[config.mk]
export PLATFORM = sky130hd
export DESIGN_NAME = boolean_stack_program_evaluator_unit
export DESIGN_NICKNAME = d
export VERILOG_FILES = /design/src/design/bspe_pkg.sv /design/src/design/bspe_stack.sv /design/src/design/boolean_stack_program_evaluator_unit.sv
export SDC_FILE = /design/constraint.sdc
export NUM_CORES = 1
export LEC_CHECK = 0
export ABC_CLOCK_PERIOD_IN_PS = 7000
export BUFFER_PORTS_ARGS = -buffer_cell sky130_fd_sc_hd__buf_2
export CAP_MARGIN = 20
export CELL_PAD_IN_SITES_DETAIL_PLACEMENT = 1
export CELL_PAD_IN_SITES_GLOBAL_PLACEMENT = 1
export CORE_UTILIZATION = 35
export CTS_CLUSTER_SIZE = 12
export DETAILED_ROUTE_END_ITERATION = 8
export MAX_ROUTING_LAYER = met4
export PLACE_DENSITY_LB_ADDON = 0.1
export SLEW_MARGIN = 25
export SYNTH_ARGS = -nofsm -noshare
export SYNTH_HDL_FRONTEND = slang
export SYNTH_SLANG_ARGS = --single-unit
[constraint.sdc]
create_clock -name i_clk -period 7 [get_ports i_clk]
set_input_delay 0.7 -clock i_clk [delete_from_list [all_inputs] [get_ports i_clk]]
set_output_delay 0.7 -clock i_clk [all_outputs]
set_load 0.03 [all_outputs]
[src/design/bspe_pkg.sv]
// ----------------------------------------------------------------------------
// bspe_pkg
// Shared types and constants for the boolean stack program evaluator.
// ----------------------------------------------------------------------------
package bspe_pkg;

    localparam int BSPE_STACK_DEPTH = 64;
    localparam int BSPE_OP_W        = 3;
    localparam int BSPE_VAR_W       = 4;
    localparam int BSPE_CNT_W       = 8;
    localparam int BSPE_IN_TDATA_W  = 8;
    localparam int BSPE_OUT_TDATA_W = 16;

    typedef enum logic [BSPE_OP_W-1:0] {
        OP_AND   = 3'd0,
        OP_OR    = 3'd1,
        OP_NOT   = 3'd2,
        OP_XOR   = 3'd3,
        OP_PUSH1 = 3'd4,
        OP_PUSH2 = 3'd5,
        OP_PUSH3 = 3'd6,
        OP_PUSH4 = 3'd7
    } t_op;

    typedef struct packed {
        logic                  last;
        logic [BSPE_VAR_W-1:0] variables;
        t_op                   op;
    } t_instr;

    typedef struct packed {
        logic [BSPE_CNT_W-1:0] error_count;
        logic                  result_bit;
    } t_result;

endpackage

[src/design/bspe_stack.sv]
// ----------------------------------------------------------------------------
// bspe_stack
// Bit stack, failure and instruction counters; executes one instruction per
// strobe and presents the program result for the instruction being executed.
// ----------------------------------------------------------------------------
module bspe_stack
    import bspe_pkg::*;
#(
    parameter int STACK_DEPTH = BSPE_STACK_DEPTH
) (
    input  logic    i_clk,
    input  logic    i_rst_n,
    input  logic    i_fire,
    input  t_instr  i_instr,
    output t_result o_result
);

    localparam int DW = $clog2(STACK_DEPTH + 1);
    localparam int IW = (STACK_DEPTH > 1) ? $clog2(STACK_DEPTH) : 1;
    localparam int SW = ((DW > BSPE_CNT_W) ? DW : BSPE_CNT_W) + 1;
    localparam logic [BSPE_CNT_W-1:0] CNT_MAX = '1;

    logic [STACK_DEPTH-1:0] r_stack, n_stack;
    logic [DW-1:0]          r_depth, n_depth;
    logic [BSPE_CNT_W-1:0]  r_fail, n_fail;
    logic [BSPE_CNT_W-1:0]  r_instr, n_instr;

    logic          fail_op;
    logic          op_bit;
    logic [IW-1:0] top_idx;
    logic [IW-1:0] sec_idx;
    logic [IW-1:0] res_idx;
    logic [SW-1:0] err_sum;

    always_comb begin
        n_stack = r_stack;
        n_depth = r_depth;
        fail_op = 1'b0;
        op_bit  = 1'b0;
        top_idx = IW'(r_depth - DW'(1));
        sec_idx = IW'(r_depth - DW'(2));
        unique case (i_instr.op)
            OP_PUSH1, OP_PUSH2, OP_PUSH3, OP_PUSH4: begin
                if (r_depth == DW'(STACK_DEPTH)) begin
                    fail_op = 1'b1;
                end else begin
                    // low two opcode bits select the variable
                    n_stack[IW'(r_depth)] = i_instr.variables[i_instr.op[1:0]];
                    n_depth = r_depth + DW'(1);
                end
            end
            OP_NOT: begin
                if (r_depth == '0) begin
                    fail_op = 1'b1;
                end else begin
                    n_stack[top_idx] = ~r_stack[top_idx];
                end
            end
            OP_AND, OP_OR, OP_XOR: begin
                if (r_depth < DW'(2)) begin
                    fail_op = 1'b1;
                end else begin
                    unique case (i_instr.op)
                        OP_AND:  op_bit = r_stack[top_idx] & r_stack[sec_idx];
                        OP_OR:   op_bit = r_stack[top_idx] | r_stack[sec_idx];
                        default: op_bit = r_stack[top_idx] ^ r_stack[sec_idx];
                    endcase
                    n_stack[top_idx] = 1'b0;
                    n_stack[sec_idx] = op_bit;
                    n_depth = r_depth - DW'(1);
                end
            end
            default: fail_op = 1'b1;
        endcase

        n_instr = (r_instr == CNT_MAX) ? r_instr : r_instr + BSPE_CNT_W'(1);
        n_fail  = (fail_op && r_fail != CNT_MAX) ? r_fail + BSPE_CNT_W'(1) : r_fail;

        res_idx = IW'(n_depth - DW'(1));
        err_sum = SW'(n_fail) + SW'(n_depth - DW'(1));
        if (n_depth == '0) begin
            o_result.result_bit  = 1'b0;
            o_result.error_count = n_instr;
        end else begin
            o_result.result_bit  = n_stack[res_idx];
            o_result.error_count = (err_sum > SW'(CNT_MAX)) ? CNT_MAX
                                                            : BSPE_CNT_W'(err_sum);
        end
    end

    always_ff @(posedge i_clk) begin
        if (!i_rst_n) begin
            r_stack <= '0;
            r_depth <= '0;
            r_fail  <= '0;
            r_instr <= '0;
        end else if (i_fire) begin
            if (i_instr.last) begin
                r_stack <= '0;
                r_depth <= '0;
                r_fail  <= '0;
                r_instr <= '0;
            end else begin
                r_stack <= n_stack;
                r_depth <= n_depth;
                r_fail  <= n_fail;
                r_instr <= n_instr;
            end
        end
    end

endmodule

[src/design/boolean_stack_program_evaluator_unit.sv]
// ----------------------------------------------------------------------------
// boolean_stack_program_evaluator_unit
// Stack-based boolean program evaluator: one instruction per transaction,
// one result transaction per program.
// ----------------------------------------------------------------------------
// Channel   Dir  Fields (tdata from bit 0 up)            Sideband
// s_axis    in   op[2:0], variables[6:3], pad[7]          tlast = last of program
// m_axis    out  result_bit[0], error_count[8:1], pad     -
//
// Input register, stack/counter update, output register.
// One instruction per cycle sustained while no last instruction waits; a
// program's result passes through the input and output registers to m_axis.
// An instruction marked last waits in the input register while a result is
// still held on m_axis; other instructions never wait.
// Synchronous active-low reset empties both registers and the stack.
// ----------------------------------------------------------------------------
module boolean_stack_program_evaluator_unit
    import bspe_pkg::*;
#(
    parameter int STACK_DEPTH = BSPE_STACK_DEPTH
) (
    input  logic                        i_clk,
    input  logic                        i_rst_n,
    input  logic                        s_axis_tvalid,
    output logic                        s_axis_tready,
    input  logic [BSPE_IN_TDATA_W-1:0]  s_axis_tdata,   // op, variables, pad
    input  logic                        s_axis_tlast,
    output logic                        m_axis_tvalid,
    input  logic                        m_axis_tready,
    output logic [BSPE_OUT_TDATA_W-1:0] m_axis_tdata    // result_bit, error_count, pad
);

    logic    r_in_valid;
    t_instr  r_in;
    logic    r_out_valid;
    t_result r_out;

    logic    out_free;
    logic    proc;
    t_result core_result;

    assign out_free      = !r_out_valid || m_axis_tready;
    assign proc          = r_in_valid && (!r_in.last || out_free);
    assign s_axis_tready = !r_in_valid || proc;

    always_ff @(posedge i_clk) begin
        if (!i_rst_n) begin
            r_in_valid <= 1'b0;
        end else if (s_axis_tready) begin
            r_in_valid <= s_axis_tvalid;
        end
    end

    always_ff @(posedge i_clk) begin
        if (s_axis_tready && s_axis_tvalid) begin
            r_in.op        <= t_op'(s_axis_tdata[BSPE_OP_W-1:0]);
            r_in.variables <= s_axis_tdata[BSPE_OP_W +: BSPE_VAR_W];
            r_in.last      <= s_axis_tlast;
        end
    end

    bspe_stack #(
        .STACK_DEPTH(STACK_DEPTH)
    ) u_stack (
        .i_clk   (i_clk),
        .i_rst_n (i_rst_n),
        .i_fire  (proc),
        .i_instr (r_in),
        .o_result(core_result)
    );

    always_ff @(posedge i_clk) begin
        if (!i_rst_n) begin
            r_out_valid <= 1'b0;
        end else if (proc && r_in.last) begin
            r_out_valid <= 1'b1;
        end else if (m_axis_tready) begin
            r_out_valid <= 1'b0;
        end
    end

    always_ff @(posedge i_clk) begin
        if (proc && r_in.last) begin
            r_out <= core_result;
        end
    end

    assign m_axis_tvalid = r_out_valid;
    assign m_axis_tdata  = {(BSPE_OUT_TDATA_W - $bits(t_result))'(0), r_out};

endmodule

==> flow_summary.json <==
{
  "hold_buffers": 0,
  "syn_area_per_cell_sq_um": 7.325,
  "layoutNonFillerInstCount": 2056,
  "reg2reg_to": "m_axis_tdata[0]$_SDFFCE_PP0P_",
  "worstPathCellList": "clkinv_1 -> ha_1 -> a21boi_2 -> xor2_1 -> buf_4 -> a31oi_1 -> a22oi_4 -> o22ai_1 -> o21bai_1 -> ha_1 -> o21ba_2 -> a31oi_2 -> nor2_1 -> buf_4 -> a31oi_1 -> o21ai_0 -> or3_1 -> a41oi_1 -> a2111oi_0 -> o32ai_1",
  "drive_above_1_share_pct": 12.46,
  "slowest_stage": "nor2_1",
  "cts_tree": "built",
  "wl_per_cell_um": 35.74,
  "drc": 0,
  "fmax_mhz": 145.1,
  "holdWs_ps": 461.1,
  "ys_types": 93,
  "finalCriticalPeriod_ps": 6891,
  "worstMarginPinSlew_ps": 1126,
  "first_pass_iters": 7,
  "synthTopCellsByArea": "dfxtp_1 15%, o21ai_0 5.3%, nand2_1 4.9%, mux4_2 4.5%, a21oi_1 4.3%",
  "cts_max_level": 3,
  "power.density_nw_per_um2": 130.9,
  "cts_sinks": 106,
  "nets": 1634,
  "vdd_drop_max_mv": 0.1392,
  "period_share_pct": 98.45,
  "wl_met1_um": 30700,
  "antenna_found_initial": 4,
  "worstPathArrival_ps": 7000,
  "drt-initial-drc-count": 1963,
  "grt_use_total_pct": 42.21,
  "slowest_delay_ps": 610,
  "routed.top_layer": "met4",
  "setup_viol": 0,
  "ys.flop_type": "dfxtp_1",
  "cts_resized": 0,
  "status": "finished clean",
  "wl_met3_um": 8240,
  "slew_viol_final": 0,
  "place_congestion": 1.055,
  "slew_headroom_pct": 24.57,
  "overflow": 0,
  "insertion_delay_ps": 410,
  "finalHoldViolCount": 0,
  "r2r-start": "u_stack.r_depth[2]$_SDFFE_PN0P_",
  "pre_cts_ws_ps": 454.3,
  "async_flop_share_pct": 0,
  "power_uw": 1715,
  "netlist_top_cells_count": "157 x nand2_1, 127 x o21ai_0, 120 x clkbuf_1, 104 x a21oi_1, 104 x nor2_1",
  "fp-row-count": 67,
  "yosysTopAreaCellShare_pct": 14.72,
  "die_x_um": 187.9,
  "numCtsBuffers": 9,
  "die_y_um": 187.9,
  "vias_per_cell": 7.378,
  "crit_type": "flop to flop",
  "worst_slack_ps": 108.8,
  "post-dp-hpwl_um": 50210,
  "dr_wl_met2_um": 30000,
  "ys_warn_count": 0,
  "crit_fanout": 11,
  "io_pins": 31,
  "syn_area_sq_um": 12100,
  "routed_wl_um": 73480,
  "yosys.area.top_type": "dfxtp_1",
  "core_area_sq_um": 33780,
  "clkTransAtPathRegs_ps": 90,
  "synth_edf_count": 17,
  "holdCritStartpoint": "s_axis_tdata[0]",
  "grt_max_degree": 90,
  "postCtsSetupRepairBufs": 0,
  "cts_buffer_depth": 2,
  "p_leak_uw": 0.004103,
  "synth-seq-area-share_pct": 18.94,
  "fin_tns_setup_ps": 0,
  "skew_ps": 8.920,
  "initial_core_util_pct": 35.82,
  "dp_cells": 2037,
  "detail-route-antenna-nets": 0,
  "fillers": 4194,
  "cap_viol_max_count": 0,
  "grt_pass1_vias": 14310,
  "r2r_slack_ps": 110,
  "reg2reg_depth": 20,
  "min_path_type": "input pin to flop",
  "synth_cells": 1652,
  "rsz0062_at_grt": "false",
  "crit_path_end_kind": "flop",
  "vias": 15170,
  "cp-start-kind": "flop",
  "ys_seq_elements": 106,
  "cp-startpoint": "u_stack.r_depth[2]$_SDFFE_PN0P_",
  "numPortBuffers": 22,
  "areaGrowthSynthToFinish_pct": 8.303,
  "yosysMostFrequentCell": "nand2_1",
  "required_ps": 7110,
  "die_area_sq_um": 35320,
  "cts_root_buffer": "clkbuf_16",
  "grt_first_pass_wirelength_um": 105000,
  "crit_path_end": "m_axis_tdata[0]$_SDFFCE_PP0P_"
}
-- area by class of cell --
class / count / area (sq um) / share of cell area, %
Timing Repair Buffer: 99 / 713.2 / 5.442
Inverter: 20 / 75.07 / 0.5728
Clock buffer: 9 / 225.2 / 1.719
Multi-Input combinational cell: 1364 / 9146 / 69.79
Clock inverter: 7 / 81.33 / 0.6206
Sequential cell: 106 / 2296 / 17.52
Antenna cell: 3 / 7.507 / 0.05728
Tap cell: 448 / 560.5 / 4.277
-- logic make-up (layout without fill, tap and decap cells) --
group	count (synthesis)	after routing	synth area share, %
multiplexers	67	67	8.107
AND/OR/NAND/NOR	611	611	25.49
other	1	10	0.03099
XOR/XNOR	36	36	2.730
flip-flops	106	106	18.94
adder cells (fa/ha/maj)	21	21	2.233
AO/OA/AOI/OAI	622	622	35.81
buffers and inverters	188	135	6.659
-- flip-flops by register name, indices dropped and copies added, names as in the netlist --
| register | cells |
|---|---|
| u_stack.r_instr | 8 |
| m_axis_tvalid | 1 |
| u_stack.r_stack | 64 |
| u_stack.r_depth | 7 |
| r_in_valid | 1 |
| m_axis_tdata | 9 |
| r_in | 8 |
| u_stack.r_fail | 8 |
-- how the worst min path moves through the flow --
stage	to	cells after the start	slack (ps)
5_1_grt	r_in[2]$_DFFE_PP_	1	470
3_3_place_gp	u_stack.r_stack[10]$_SDFFE_PN0P_	2	520
3_5_place_dp	u_stack.r_stack[0]$_SDFFE_PN0P_	2	530
4_1_cts	r_in[0]$_DFFE_PP_	1	460
2_1_floorplan	u_stack.r_stack[26]$_SDFFE_PN0P_	2	470
6_report	r_in[0]$_DFFE_PP_	1	460
-- cell usage in the layout, fill, tap and decap left out, drive strengths merged, types with 8 or more instances in the layout --
master / n
a21boi: 18
and2: 39
nand2: 157
dfxtp: 89
a2111oi: 9
clkbuf: 9
mux2: 8
o311ai: 37
o311a: 11
nand4: 19
a31oi: 48
inv: 21
nor2b: 70
o31ai: 18
a22oi: 34
o21ai: 129
o22ai: 21
buf: 99
nand2b: 19
a32oi: 19
a311oi: 15
nor3: 59
a21oi: 105
o221ai: 21
nand3: 65
mux2i: 35
and3: 14
o211ai: 30
ha: 20
or3: 12
nor2: 104
nor4: 15
nand3b: 10
mux4: 24
a211oi: 22
xor2: 14
edfxtp: 17
xnor2: 22
-- metal layers --
| metal | vias up | track usage (%) |
|---|---|---|
| met3 | 259 | 10.46 |
| met2 | 1038 | 58.89 |
| met4 | 0 | 23.42 |
| li1 | 6257 | - |
| met1 | 7615 | 55.16 |
| met5 | - | - |
-- power by group --
| part | internal (uW) | switching, uW | leakage (uW) |
|---|---|---|---|
| Combinational | 139 | 362 | 0.00308 |
| Clock | 255 | 307 | 0.000143 |
| Sequential | 633 | 18.4 | 0.000880 |
-- metrics by stage --
step	instance area [sq um]	utilization, %
floorplan	12120	-
global placement	12750	37.75
detailed placement	12790	37.85
CTS	13100	38.76
global route	13110	38.79
finish	13110	38.79
-- worst max-delay path, delay by kind of cell (launching register included) --
kind	cells	cell delay, ps
AOI/OAI and AO/OA	12	3420
buffers and inverters	3	860
and+or+nand+nor	2	790
adders and majority gates	2	720
xor gates and xnor gates	1	430
DFF	1	340
Note: power is estimated with default switching activity, not from simulation.
